### config.mk
export PLATFORM = sky130hd
export DESIGN_NAME = sfts_cell
export DESIGN_NICKNAME = d
export VERILOG_FILES = /design/src/rtl/core/sfts_pkg.sv /design/src/rtl/core/sfts_cell.sv
export SDC_FILE = /design/constraint.sdc
export NUM_CORES = 1
export LEC_CHECK = 0
export BUFFER_PORTS_ARGS = -buffer_cell sky130_fd_sc_hd__buf_2
export CORE_MARGIN = 2
export CORE_UTILIZATION = 30
export DETAILED_ROUTE_END_ITERATION = 10
export SLEW_MARGIN = 0
export SYNTH_ARGS = -nofsm -noshare
export SYNTH_HDL_FRONTEND = slang
export SYNTH_SLANG_ARGS = --single-unit
### constraint.sdc
create_clock -name clk -period 6.9 [get_ports clk]
set_input_delay 0.345 -clock clk [delete_from_list [all_inputs] [get_ports clk]]
set_output_delay 0.345 -clock clk [all_outputs]
set_load 0.03 [all_outputs]
### src/rtl/core/sfts_pkg.sv
package sfts_pkg;

  localparam logic [1:0] OP_COUNT = 2'd0;
  localparam logic [1:0] OP_SORT  = 2'd1;
  localparam logic [1:0] OP_CLEAR = 2'd2;

  localparam int IN_DATA_BITS  = 8;
  localparam int IN_USER_BITS  = 2;
  localparam int OUT_DATA_BITS = 48;
  localparam int SYM_BITS      = 8;
  localparam int OUT_CNT_BITS  = 32;

  typedef enum logic [1:0] {
    CMD_HOLD,
    CMD_COUNT,
    CMD_SWAP,
    CMD_ROTATE
  } cell_cmd_t;

  typedef struct packed {
    cell_cmd_t cmd;
    logic      valid;
    logic      right_valid;
    logic      append;
    logic      pair_left;
  } cell_ctl_t;

endpackage

### src/rtl/core/sfts_cell.sv
module sfts_cell import sfts_pkg::*; #(
  parameter int COUNT_BITS = 32
) (
  input  logic                  clk,
  input  cell_ctl_t             ctl,
  input  logic [SYM_BITS-1:0]   sym_in,
  input  logic [SYM_BITS-1:0]   left_sym,
  input  logic [COUNT_BITS-1:0] left_cnt,
  input  logic                  left_swap,
  input  logic [SYM_BITS-1:0]   right_sym,
  input  logic [COUNT_BITS-1:0] right_cnt,
  output logic                  match,
  output logic                  swap_right,
  output logic [SYM_BITS-1:0]   sym_o,
  output logic [COUNT_BITS-1:0] cnt_o
);

  logic [SYM_BITS-1:0]   sym_r, sym_nxt;
  logic [COUNT_BITS-1:0] cnt_r, cnt_nxt;

  assign match      = ctl.valid && (sym_r == sym_in);
  assign swap_right = (ctl.cmd == CMD_SWAP) && ctl.pair_left && ctl.right_valid &&
                      (cnt_r > right_cnt);
  assign sym_o = sym_r;
  assign cnt_o = cnt_r;

  always_comb begin
    sym_nxt = sym_r;
    cnt_nxt = cnt_r;
    unique case (ctl.cmd)
      CMD_COUNT: begin
        if (match && (cnt_r != '1)) begin
          cnt_nxt = cnt_r + COUNT_BITS'(1);
        end
        if (ctl.append) begin
          sym_nxt = sym_in;
          cnt_nxt = COUNT_BITS'(1);
        end
      end
      CMD_SWAP: begin
        if (swap_right) begin
          sym_nxt = right_sym;
          cnt_nxt = right_cnt;
        end else if (left_swap) begin
          sym_nxt = left_sym;
          cnt_nxt = left_cnt;
        end
      end
      CMD_ROTATE: begin
        sym_nxt = right_sym;
        cnt_nxt = right_cnt;
      end
      default: begin
      end
    endcase
  end

  always_ff @(posedge clk) begin
    sym_r <= sym_nxt;
    cnt_r <= cnt_nxt;
  end

endmodule

==> reports/results.ini <==
[sta]
final-setup-viol-count=0
tightestPinTransition_ns=1.156
hold_ws_ns=0.3724
timing.max_slew.rel_slack_pct=22.94
layout_worst_path_cycle_share_pct=56.25
hold_violations=0
worst_clock_skew_ns=0.006593
max_freq_ghz=0.2576
unrepaired_setup_endpoints_after_global_routing=no
final-max-slew-violation-count=0
tns_ns=0
timing.final.crit_period_ns=3.882

[route]
routed_via_density=5.518
route.detailed.wl_per_inst_um=18.01
final_antenna_net_count=0
remaining_drc_errors=0
dr_iter_0_viols=284
via_count=4050
overall_routed_net_length_mm=13.22
firstDrtPassIters=5

[yosys]
synth_cells=442
fraction_of_the_mapped_netlist_area_in_compound_gates_pct=18.82
synth_seq_cells=40
post_synth_adder_cell_area_pct=10.74
postSynthNetCount=571
synth-edff-count=40
mapped_cell_area_um2=3844
synth-warning-count=0
synth.lib_cells_used.distinct=46
synthXorXnorAreaFrac_pct=8.659
dominantRegCellSynth=edfxtp_1
post_synth_main_area_contributors=edfxtp_1 31%, ha_1 11%, nand4_1 7.6%, nand3_1 4.9%, xnor2_1 4.6%
post_synth.cell_area_avg_um2=8.696
netlist.area_leader.share_pct=31.25
yosys.area_share.simple_pct=23.80
synth_largest_area_cell=edfxtp_1
synth_sequential_area_ratio_pct=31.25
synth.mux.area_fraction_pct=0
async_reset_ff_share_pct=0
synth_top_family_by_area=simple AND/OR/NAND/NOR gates

[global_routing]
number_of_global_route_vias_before_repair=4009
grt_first_pass_wirelength_mm=20.48
grt_util_all_layers_pct=19.49
grt-ovfl-total=0
largest_net_degree_at_the_start_of_global_routing=46
antenna_found_initial=0

[placed_design]
dp.final_hpwl_mm=10.23
postPlaceCellArea_um2=4676
place_congestion=0.8742
dpl.cell_count=726
port_buffers=137

[clock_tree]
clk_root_buffer_cell=clkbuf_16
h-tree-depth=2
total_of_hold_buffers_inserted_after_clock_tree_synthesis=0
post_cts_setup_inserts=0
numCtsBuffers=5
clk_path_buf_depth=2
tritoncts_num_sinks=40
cts_resized=0
clk_latency_ns=0.28
clk_transition_reported_paths_ns=0.06
cts_tree=built

[floorplanning]
die_area_um2=13730
std_cell_rows=41
start_util_pct=30.58
die_x_um=117.2
floorplan.core_area_um2=12570
die-height_um=117.2
floorplan.io_pins=138

[layout]
num-fill-cells=1303
layout.cells.most_common_list=137 x buf_2, 47 x nand4_1, 40 x edfxtp_1
fin_nets=690
layout_commonest_cell=buf_2
postLayoutCoreUtil_pct=38.29
finish.cell_count_without_fillers=734
drive_gt1_share_pct=27.58
final_cell_area_um2=4812
area.growth.synth_to_final_pct=25.20
antenna_cells_inserted=0

[critical_path]
buffering_stage_count_on_the_worst_path_with_inverters_included=2
crit_path_max_delay_family=simple AND/OR/NAND/NOR gates
timing_worst_setup_path_type=primary input to flop
arrival_ns=3.91
worstPathRequired_ns=6.93
worst_path_largest_cell_delay_ns=1.00
crit_path_max_fanout=45
critPathLaunchType=primary input
path_cells=buf_2 > nor2b_2 > and3_1 > o21ai_4 > a311o_1 > buf_4 > and3_1 > a221o_1
crit_path_frequent_cell=and3_1
worstSetupEndpointType=flop
timing.critical_path.slowest_stage_cell=nor2b_2

[pwr]
p_comb_share_pct=31.6
sequentialPowerShare_pct=41.0
power.leakage_nw=2.109
cellInternalPower_mw=0.5372
power-per-cell-area_nw_per_um2=172.8
p_sw_mw=0.2944
peakVddDrop_v=0.00007517
switching_share_pct=35.41
clk_pwr_share_pct=27.4

[outcome]
outcome=completed

[min_path]
hold_path.class=primary input to flop

[run]
drv.max_cap_violation_count=0

state kept, by name (all words and copies together) (netlist names):
signal	count
cnt_o	32
sym_o	8
worst paths after layout:
check / startpoint / end / slack, ns / cells past startpoint
max reg2reg: cnt_o[23] / cnt_o[23] / 3.33 / 7
min: left_cnt[27] / cnt_o[27] / 0.37 / 2
max: ctl[5] / cnt_o[23] / 3.02 / 8
min reg2reg: cnt_o[0] / cnt_o[0] / 0.73 / 1
kinds of logic after synthesis:
kind of cell	after synthesis
and+or+nand+nor	170
AOI/OAI and AO/OA	95
buffers and inverters	66
DFF	40
xor gates and xnor gates	38
adders and majority gates	33
power groups by stage:
stage | logic [mW] | clock network [mW] | registers [mW]
after floorplan | 0.123 | 0 | 0.385
after global placement | 0.257 | 0 | 0.344
after detailed placement | 0.262 | 0 | 0.346
after CTS | 0.264 | 0.229 | 0.341
after global routing | 0.290 | 0.242 | 0.346
final | 0.263 | 0.228 | 0.341
final cells by class:
class | instances | area [um2] | area share (%)
clock buffer | 7 | 132.6 | 2.756
clock inverter | 1 | 3.754 | 0.07800
inverter | 35 | 131.4 | 2.730
multi-input combinational | 336 | 2397 | 49.82
sequential | 40 | 1201 | 24.96
tap | 172 | 215.2 | 4.472
timing repair buffer | 143 | 730.7 | 15.18
metal layers:
layer  GRT usage [%]  up-vias  part of all wire, %
met5               0        -                    0
met4           5.020        0                  1.9
met3           3.244       22                  7.0
met2           34.14      157                   49
met1           24.92     1922                   42
li1                -     1949                    -
synthesized netlist by cell type, types with 2 or more instances:
cell type  count
nor2b_1        2
nand2b_1       2
o31ai_1       10
nand2_1       28
xor2_1        18
o311ai_0       6
and3_1        10
clkbuf_1      26
o21ai_0        5
xnor2_1       20
ha_1          33
a221o_1        9
nand4_1       47
a21oi_1       15
buf_2          3
a22oi_1       13
o211ai_1      18
nand3_1       38
nor2_1        20
a31oi_1        8
nor3_1         7
edfxtp_1      40
and4_1         5
o311ai_1       2
inv_1         34
nor4_1         3
metrics by stage:
| step | setup WS, ns | power, mW |
|---|---|---|
| 2_1_floorplan | 3.085 | 0.5073 |
| 3_3_place_gp | 2.939 | 0.6014 |
| 3_5_place_dp | 2.779 | 0.6079 |
| 4_1_cts | 3.071 | 0.8335 |
| 5_1_grt | 2.818 | 0.8777 |
| 6_report | 3.019 | 0.8316 |
No activity file was read; power rests on OpenSTA's default activity.
